`src/rtl/cta_pkg.sv`:
```
package cta_pkg;

	localparam int DEF_CHUNK_W     = 16;
	localparam int DEF_CHUNK_H     = 16;
	localparam int DEF_TABLE_DEPTH = 64;

	localparam int TILE_W  = 32;
	localparam int KEY_W   = 64;
	localparam int OSLOT_W = 6;
	localparam int TIDX_W  = 8;
	localparam int CHUNK_W_OUT = 28;
	localparam int REM_W   = 8;

	typedef logic [KEY_W-1:0] cta_key_t;

	// search token walking the cell chain
	typedef struct packed {
		logic valid;
		logic hit;
	} cta_tok_t;

endpackage

```
`src/rtl/cta_floordiv.sv`:
```
module cta_floordiv import cta_pkg::*; #(
	parameter int D = DEF_CHUNK_W
) (
	input  logic                     clk,
	input  logic                     arst_n,
	input  logic                     in_valid,
	input  logic signed [TILE_W-1:0] value,
	output logic                     out_valid,
	output logic signed [TILE_W-1:0] quot,
	output logic [REM_W-1:0]         rem
);

	// floor(2^31 / D); the estimate is low by at most one
	localparam logic [31:0]      RECIP_C = 32'((64'h8000_0000) / 64'(D));
	localparam logic [8:0]       DIV_C   = 9'(D);
	localparam logic [REM_W-1:0] DM1_C   = REM_W'(D - 1);

	logic        v_s1, v_s2, v_s3;
	logic        neg_s1, neg_s2;
	logic [30:0] w_s1, w_s2;
	logic [62:0] prod_s1;
	logic [30:0] qe_s2, qd_s2;
	logic signed [TILE_W-1:0] quot_s3;
	logic [REM_W-1:0]         rem_s3;

	logic [30:0] w_in;
	logic [30:0] diff, r_fix, q_fix;
	logic        fix;

	// fold negatives: floor(v/D) = ~floor(~v/D)
	assign w_in = value[31] ? ~value[30:0] : value[30:0];

	assign diff  = w_s2 - qd_s2;
	assign fix   = diff >= 31'(DIV_C);
	assign q_fix = qe_s2 + 31'(fix);
	assign r_fix = fix ? diff - 31'(DIV_C) : diff;

	always_ff @(posedge clk or negedge arst_n) begin
		if (!arst_n) begin
			v_s1 <= 1'b0;
			v_s2 <= 1'b0;
			v_s3 <= 1'b0;
		end else begin
			v_s1 <= in_valid;
			v_s2 <= v_s1;
			v_s3 <= v_s2;
		end
	end

	always_ff @(posedge clk) begin
		if (in_valid) begin
			neg_s1  <= value[31];
			w_s1    <= w_in;
			prod_s1 <= 63'(w_in) * 63'(RECIP_C);
		end
		if (v_s1) begin
			neg_s2 <= neg_s1;
			w_s2   <= w_s1;
			qe_s2  <= prod_s1[61:31];
			qd_s2  <= 31'(40'(prod_s1[61:31]) * 40'(DIV_C));
		end
		if (v_s2) begin
			quot_s3 <= neg_s2 ? ~{1'b0, q_fix} : {1'b0, q_fix};
			rem_s3  <= neg_s2 ? DM1_C - r_fix[REM_W-1:0] : r_fix[REM_W-1:0];
		end
	end

	assign out_valid = v_s3;
	assign quot      = quot_s3;
	assign rem       = rem_s3;

endmodule

```
`config.mk`:
```
export PLATFORM = sky130hd
export DESIGN_NAME = cta_floordiv
export DESIGN_NICKNAME = d
export VERILOG_FILES = /design/src/rtl/cta_pkg.sv /design/src/rtl/cta_floordiv.sv
export SDC_FILE = /design/constraint.sdc
export NUM_CORES = 1
export LEC_CHECK = 0
export BUFFER_PORTS_ARGS = -buffer_cell sky130_fd_sc_hd__buf_2
export CORE_MARGIN = 2
export CORE_UTILIZATION = 45
export CTS_BUF_LIST = sky130_fd_sc_hd__clkbuf_4
export CTS_CLUSTER_DIAMETER = 120
export DETAILED_ROUTE_END_ITERATION = 6
export PLACE_DENSITY_LB_ADDON = 0.15
export SKIP_CTS_REPAIR_TIMING = 1
export SKIP_LAST_GASP = 1
export SLEW_MARGIN = 20
export SYNTH_ARGS = -nofsm -noshare
export SYNTH_HDL_FRONTEND = slang
export SYNTH_SLANG_ARGS = --single-unit
```
`constraint.sdc`:
```
create_clock -name clk -period 4.2 [get_ports clk]
set_clock_uncertainty 0.2 [all_clocks]
set_input_delay 0.21 -clock clk [delete_from_list [all_inputs] [get_ports clk]]
set_output_delay 0.21 -clock clk [all_outputs]
set_load 0.02 [all_outputs]
```
==> metrics.md <==
| Metric | Value |
|---|---|
| CTS tree | done |
| Remaining DRCs | 0 |
| PortBufs | 71 |
| CTS sink cnt | 100 |
| Critical path capture point type | flip-flop |
| WP data arrival | 1.67 ns |
| Detail Route Antenna Nets | 0 |
| Drt pass-1 iters | 4 |
| Fmax | 587 MHz |
| Static Leak | 1.77 nW |
| First-pass GRT wire length | 7.16 mm |
| Final setup fails | 0 |
| RSZ-0062 raised after global routing | no |
| Die Area | 9030 µm² |
| Clk slew on worst S/H paths | 0.13 ns |
| Detailed Route WL | 5.15 mm |
| Slew @ Worst Pin | 0.879 ns |
| Layout net count | 319 |
| Non-filler cells in the finished layout | 393 |
| Top cell type by total area after synthesis | edfxtp_1 |
| Share of cells above drive strength 1 | 30.9% |
| Final RePlAce weighted congestion | 0.710 |
| Reg-to-reg startpoint | neg_s2 |
| CTS Buffer Depth | 2 |
| Reg2reg setup slack | 2.50 ns |
| Gate count of the mapped netlist | 178 |
| Syn Area/Cell | 21.0 µm² |
| #FFs+latches synth | 100 |
| R2r worst-path depth | 2 |
| Largest net degree at the start of global routing | 34 |
| Post-Synthesis Cell Area | 3730 µm² |
| Startpoint types | flip-flop |
| Post-synth top area share | 78.1% |
| Critical-path cell list | buf_4, xor2_1 |
| Setup Total Neg Slack | 0 ns |
| Maximum vdd ir drop | 0.179 mV |
| Die X | 95.0 µm |
| CTS H-tree depth | 3 |
| GRT Util Overall | 11.0% |
| Number of max-cap violations | 0 |
| Clk_lat worst skew | 0.41 ns |
| Endpoints failing hold | 0 |
| Vias in the first global route | 1509 |
| Kind of critical path | reg -> reg |
| Crit-path max cell delay | 0.72 ns |
| Synth cell types | 7 |
| Dpl ws | 2.48 ns |
| Layout area overhead | 21.1% |
| YS warnings | 0 |
| Diodes inserted | 0 |
| Initial core utilization | 45.9% |
| Die height | 95.0 µm |
| CTS buffer count | 9 |
| Critical Path Slowest Stage Cell | edfxtp_1 |
| Vias per cell | 4.35 |
| WL/cell | 13.1 µm |
| Headroom to the max-slew limit | 41.4% |
| IO Pins | 76 |
| Worst hold path type | in -> reg |
| Cells after DPL | 345 |
| Total grt overflow | 0 |
| Top cells by area, synth | edfxtp_1 (78%), xor2_1 (15%), buf_12 (3.2%) |
| Drt initial violations | 93 |
| CP Launch Point | neg_s2 |
| Minimum clock period | 1.70 ns |
| Worst EP required | 4.17 ns |
| Final HPWL DP | 2.92 mm |
| CORE AREA | 8130 µm² |
| FF-to-FF End | quot[19] |
| Status | finished clean |
| CP Capture Point | quot[19] |
| Register area share after synthesis | 80.1% |
| Root Buffer | clkbuf_4 |
| CP max FO | 23 |
| Initial antenna violation count | 0 |
| Crit path setup slack, layout | 2.50 ns |
| Vias post-DR | 1708 |
| Crit share post-route | 40.6% |
| Count of final max-slew check failures | 0 |
| Power per cell area | 429 nW/µm² |
| Row count | 33 |
[synth_stat cells]
library cell,count
buf_4,7
xor2_1,62
buf_6,2
edfxtp_1,97
buf_12,6
dfrtp_1,3
conb_1,1
[power breakdown]
group          total (mW)  internal [mW]  switching (mW)  leakage, nW
combinational       0.207         0.0874           0.119        0.710
sequential           1.26           1.22          0.0337        0.984
clock               0.472          0.180           0.292       0.0722
[state kept, by name, summed over array words and instances, names as in the netlist]
signal	cells
neg_s1	1
neg_s2	1
out_valid	1
quot	29
rem	4
v_s1	1
v_s2	1
w_s1	31
w_s2	31
[final cells by class]
type | count | area [µm²]
flip-flops and latches | 100 | 2990
clock buffers | 9 | 67.6
repair buffers | 107 | 708
well taps | 105 | 131
clock inverters | 6 | 65.1
multi-input cells | 66 | 558
fillers | 650 | 3620
[how the worst min path moves through the flow]
stage / end / slack [ns] / cells after the start / startpoint
after global routing: v_s1 / 0.1 / 1 / in_valid
after global placement: out_valid / -0.19 / 1 / arst_n
after detailed placement: out_valid / -0.19 / 1 / arst_n
after floorplan: out_valid / -0.29 / 0 / arst_n
after CTS: out_valid / -0.66 / 1 / arst_n
final: v_s1 / 0.10 / 1 / in_valid
[cells by family after synthesis]
kind of cell / count (synthesis) / share of synthesized area [%]
flip-flops: 100 / 80.1
XOR/XNOR: 62 / 14.6
buffers and inverters: 15 / 5.23
other: 1 / 0.101
[metrics by stage]
step / instance area [µm²] / total power, mW / hold slack (ns) / utilization, %
2_1_floorplan: 3740 / 1.42 / -0.286 / -
3_3_place_gp: 4060 / 1.46 / -0.193 / 49.9
3_5_place_dp: 4060 / 1.47 / -0.189 / 49.9
4_1_cts: 4190 / 1.94 / -0.656 / 51.5
5_1_grt: 4520 / 2.03 / 0.0975 / 55.5
6_report: 4520 / 1.94 / 0.100 / 55.5
[critical path, delay by kind of cell, from the launching register on]
family | cells | cell delay (ns)
flip-flops | 1 | 0.72
buffers and inverters | 1 | 0.43
XOR/XNOR | 1 | 0.11
[metal layers]
layer  vias up  share of wire [%]  track usage, %
li1        830                  -               -
met1       802                 39            13.1
met3        11                5.6            3.24
met4         0                2.0            6.16
met5         -                  0               0
met2        65                 54            18.0
[layout by cell type (no fill, tap or decap)]
cell / netlist / final
conb_1: 1 / 4
clkbuf_4: 0 / 9
clkinv_2: 0 / 2
clkinvlp_4: 0 / 1
inv_6: 0 / 1
bufinv_16: 0 / 1
buf_4: 7 / 3
dfrtp_1: 3 / 3
buf_2: 0 / 71
edfxtp_1: 97 / 97
clkinv_4: 0 / 1
xor2_1: 62 / 62
dlygate4sd3_1: 0 / 33
Power figures use the tool's default switching activity.
