[config.mk]
export PLATFORM = sky130hd
export DESIGN_NAME = cta_cell
export DESIGN_NICKNAME = d
export VERILOG_FILES = /design/src/rtl/cta_pkg.sv /design/src/rtl/cta_cell.sv
export SDC_FILE = /design/constraint.sdc
export NUM_CORES = 1
export LEC_CHECK = 0
export BUFFER_PORTS_ARGS = -buffer_cell sky130_fd_sc_hd__buf_2
export CAP_MARGIN = 20
export CORE_AREA = 8 8 128 130
export DETAILED_ROUTE_END_ITERATION = 8
export DIE_AREA = 0 0 136 138
export GPL_TIMING_DRIVEN = 0
export HOLD_SLACK_MARGIN = 0.1
export SYNTH_ARGS = -nofsm -noshare
export SYNTH_HDL_FRONTEND = slang
export SYNTH_SLANG_ARGS = --single-unit
[constraint.sdc]
create_clock -name clk -period 4.1 [get_ports clk]
set_input_delay 0 -clock clk [delete_from_list [all_inputs] [get_ports clk]]
set_output_delay 0 -clock clk [all_outputs]
set_load 0.03 [all_outputs]
[src/rtl/cta_pkg.sv]
package cta_pkg;

	localparam int DEF_CHUNK_W     = 16;
	localparam int DEF_CHUNK_H     = 16;
	localparam int DEF_TABLE_DEPTH = 64;

	localparam int TILE_W  = 32;
	localparam int KEY_W   = 64;
	localparam int OSLOT_W = 6;
	localparam int TIDX_W  = 8;
	localparam int CHUNK_W_OUT = 28;
	localparam int REM_W   = 8;

	typedef logic [KEY_W-1:0] cta_key_t;

	// search token walking the cell chain
	typedef struct packed {
		logic valid;
		logic hit;
	} cta_tok_t;

endpackage

[src/rtl/cta_cell.sv]
module cta_cell import cta_pkg::*; #(
	parameter int IDX    = 0,
	parameter int SLOT_W = 6,
	parameter int CNT_W  = 7
) (
	input  logic              clk,
	input  logic              arst_n,
	input  logic [CNT_W-1:0]  count,
	input  cta_key_t          key_i,
	input  cta_tok_t          tok_i,
	input  logic [SLOT_W-1:0] slot_i,
	output cta_key_t          key_o,
	output cta_tok_t          tok_o,
	output logic [SLOT_W-1:0] slot_o,
	input  logic              wr_en,
	input  logic [SLOT_W-1:0] wr_slot,
	input  cta_key_t          wr_key
);

	cta_key_t          entry_q;
	cta_key_t          key_q;
	cta_tok_t          tok_q;
	logic [SLOT_W-1:0] slot_q;
	logic              match;

	// only entries below the fill count take part
	assign match = tok_i.valid && !tok_i.hit && (CNT_W'(IDX) < count) && (entry_q == key_i);

	always_ff @(posedge clk or negedge arst_n) begin
		if (!arst_n) begin
			tok_q <= '0;
		end else begin
			tok_q.valid <= tok_i.valid;
			tok_q.hit   <= tok_i.hit | match;
		end
	end

	always_ff @(posedge clk) begin
		key_q  <= key_i;
		slot_q <= match ? SLOT_W'(IDX) : slot_i;
		if (wr_en && wr_slot == SLOT_W'(IDX)) begin
			entry_q <= wr_key;
		end
	end

	assign key_o  = key_q;
	assign tok_o  = tok_q;
	assign slot_o = slot_q;

endmodule

==> results of run 1 <==
## kinds of logic after synthesis
group / Yosys count / share of synthesized area
AOI/OAI and AO/OA: 15 / 0.0285
xor gates and xnor gates: 57 / 0.119
buffers and inverters: 7 / 0.00625
DFF: 136 / 0.802
and+or+nand+nor: 27 / 0.0449
## stage by stage
step / hold WS, ps / cell area (sq um) / instances
2_1_floorplan: -296 / 4210 / 242
3_5_place_dp: -214 / 5580 / 650
3_3_place_gp: -214 / 5550 / 649
==> flow_summary.ini, run 1 <==
[run_status]
status = aborted with a tool error
haltStage = clock tree synthesis (4_1_cts)
tool.error = [ERROR RSZ-0060] Max buffer count reached.

[logic_synthesis]
avgSynthCellArea_sq_um = 17.4
post-synth-top-count-cell = dfxtp_1
yosysSeqAreaShare = 0.802
synth_edf_count = 64
synth_area_leaders = edfxtp_1, dfxtp_1, xor2_1
synth.top_cell.area_share = 0.457
yosysWarningCount = 0
synth_nets = 394
synth-seq-cells = 136
synthCells = 242
synth_area_sq_um = 4210
yosysTopAreaCell = edfxtp_1
ys_types = 26
yosys-top-cells-count = dfxtp_1, edfxtp_1, xor2_1
async_flop_share = 0.0147
synth_ff_type = dfxtp_1

[placed_design]
numPortBuffers = 223
globalplace.congestion = 0.762
dpl_worst_slack_ps = 2080
dpl.hpwl_mm = 8.87

[clocking]
ctsHoldBuffers = 137
postCtsSetupBuffers = 0
clk_root_buffer_cell = clkbuf_16
clock_sinks = 136
post_cts_resized = 0
cts_buffers = 17
ctsHtreeMaxLevel = 4
cts_buffer_depth = 2

[floorplan]
fp.dieH_um = 138
ios = 224
row_count = 44
die-width_um = 136
initial_core_util = 0.294
==> inputs of run 2 (changes only) <==
--- a/config.mk
+++ b/config.mk
@@ -7,11 +7,11 @@
 export LEC_CHECK = 0
 export BUFFER_PORTS_ARGS = -buffer_cell sky130_fd_sc_hd__buf_2
 export CAP_MARGIN = 20
-export CORE_AREA = 8 8 128 130
+export CORE_AREA = 8 8 155 157
 export DETAILED_ROUTE_END_ITERATION = 8
-export DIE_AREA = 0 0 136 138
+export DIE_AREA = 0 0 163 165
 export GPL_TIMING_DRIVEN = 0
-export HOLD_SLACK_MARGIN = 0.1
+export PLACE_DENSITY_LB_ADDON = 0.15
 export SYNTH_ARGS = -nofsm -noshare
 export SYNTH_HDL_FRONTEND = slang
 export SYNTH_SLANG_ARGS = --single-unit
==> run 2 against run 1 <==
Compared with the run above: the run now ends clean; synthesized cell count stayed put; synthesized area stayed put.
==> flow_summary.ini, run 2 <==
[sta]
worstMarginPinSlew_ps = 904
period_share = 0.503
layout_min_cycle_time_ps = 2060
clock_skew_ps = 7.94
slew_viol_final = 0
fmax_ghz = 0.484
hold_ws_ps = 248
finalSetupTns_ps = 0
rsz0062_at_grt = no
finalHoldViolCount = 0
slew-limit-headroom = 0.398
setup_violations = 0

[floorplan]
row_count = 54
coreArea_sq_um = 21500
die-width_um = 163
fp.dieH_um = 165
initial_core_util = 0.196
ios = 224
die_area_sq_um = 26900

[routing]
wl_mm = 13.2
dr.pass1.iters = 4
ant_nets = 0
first_iter_violations = 119
wire_per_inst_um = 14.4
vias = 3261
viasPerCell = 3.56
route.detailed.drc = 0

[placed_design]
dp.cells = 745
numPortBuffers = 223
globalplace.congestion = 0.706
post_dp_cell_area_sq_um = 5680
dpl.hpwl_mm = 9.67

[logic_synthesis]
yosysTopAreaCell = edfxtp_1
synth_area_sq_um = 4210
async_flop_share = 0.0147
post-synth-top-count-cell = dfxtp_1
synth_nets = 394
yosys-top-cells-count = dfxtp_1, edfxtp_1, xor2_1
synth_area_leaders = edfxtp_1, dfxtp_1, xor2_1
yosysSeqAreaShare = 0.802
avgSynthCellArea_sq_um = 17.4
synth.top_cell.area_share = 0.457
synthCells = 242
synth_edf_count = 64
ys_types = 26
synth_ff_type = dfxtp_1
yosysWarningCount = 0
synth-seq-cells = 136

[worst_setup_path]
arrival_ps = 2320
worstPathRequired_ps = 4350
cp-end-kind = flop
r2r_cells = 5
worstPathMaxFanout = 7
start_kind = flop
max_stage_delay_ps = 580
path_delay_family = simple AND/OR/NAND/NOR gates
worstSetupPathType = flop to flop
critPathSlowestCell = nor3_2
cp.depth = 5
crit_buf_inv = 0
crit_chain = xor2_1, nor4_1, nand4_1, nor3_2, a21boi_1

[clocking]
cts_buffers = 17
ctsHtreeMaxLevel = 4
cts_buffer_depth = 2
clock_sinks = 136
clk_pin_slew_ps = 60
clk_root_buffer_cell = clkbuf_16
cts_tree = yes
post_cts_resized = 0
insertion_delay_ps = 410

[run_status]
status = finished, final reports clean

[min_path]
min_path_type = primary input to flop
whs_path_depth = 2

[global_routing]
grt_pass1_vias = 3877
antenna_found_initial = 0
grt_usage = 0.0997
grt_max_degree = 65
grt_pass1_wl_mm = 20.3
overflow = 0

[layout]
drive_gt1_frac = 0.408
syn_to_final_growth_pct = 81.7
final_cell_area_sq_um = 7650
instances_no_fill = 915
layout_commonest_cell = buf_2
n_antenna_cell = 0
layout.nets = 774
final_cell_mix = buf_2, dlygate4sd3_1, dfxtp_1, edfxtp_1, xor2_1

[power]
p_leak_nw = 3.28
power_density_nw_per_um2 = 438
ir_worst_vdd_mv = 0.240
p_total_mw = 3.35

[run]
drv_cap = 0
run 2: cell counts after synthesis:
Identical to the previous run, type by type.
run 2: what timing repair did:
| action | 4_1_cts | 5_1_grt |
|---|---|---|
| hold buffers | 138 | 0 |
| hold endpoints to repair | 138 | 0 |
| setup buffers | 0 | 0 |
| setup endpoints to repair | 0 | 0 |
run 2: final timing paths:
| kind | startpoint | end | slack, ps |
|---|---|---|---|
| worst min register to register | entry_q[57] | slot_o[2] | 790 |
| min in group asynchronous | arst_n | tok_o[0] | 470 |
| worst max register to register | entry_q[51] | slot_o[1] | 2040 |
| worst max-delay path | entry_q[51] | slot_o[1] | 2040 |
| worst min-delay path | key_i[21] | key_o[21] | 250 |
| max in group asynchronous | arst_n | tok_o[1] | 3500 |
run 2: through the flow:
step	util	setup slack, ps
3_5_place_dp	0.264	1960
6_report	0.356	2040
2_1_floorplan	-	1850
5_1_grt	0.356	1880
4_1_cts	0.356	1950
3_3_place_gp	0.264	897
run 2: kinds of logic (layout without fill, tap and decap cells):
family	Yosys count	after routing	synth area share
compound gates	15	15	0.0285
xor+xnor	57	57	0.119
buf+inv	7	400	0.00625
flops	136	136	0.802
simple gates	27	27	0.0449
run 2: power breakdown:
group / switching, mW / internal, mW / total, mW
clock: 0.580 / 0.953 / 1.53
combinational: 0.165 / 0.181 / 0.347
sequential: 0.00967 / 1.46 / 1.47
total: 0.755 / 2.60 / 3.35
run 2: layer usage:
metal,GRT usage,part of all wire,vias up
met3,0.0406,0.075,10
li1,-,-,1634
met4,0.0413,0.013,0
met5,0,0,-
met1,0.105,0.40,1496
met2,0.174,0.51,121
run 2: layout make-up:
cell class	count	area, sq um
clock inverters	13	154
well taps	280	350
clock buffers	19	433
flip-flops and latches	136	3370
fillers	2125	13800
inverters	7	26.3
repair buffers	361	2500
multi-input cells	99	813
No activity file was read; power rests on OpenSTA's default activity.
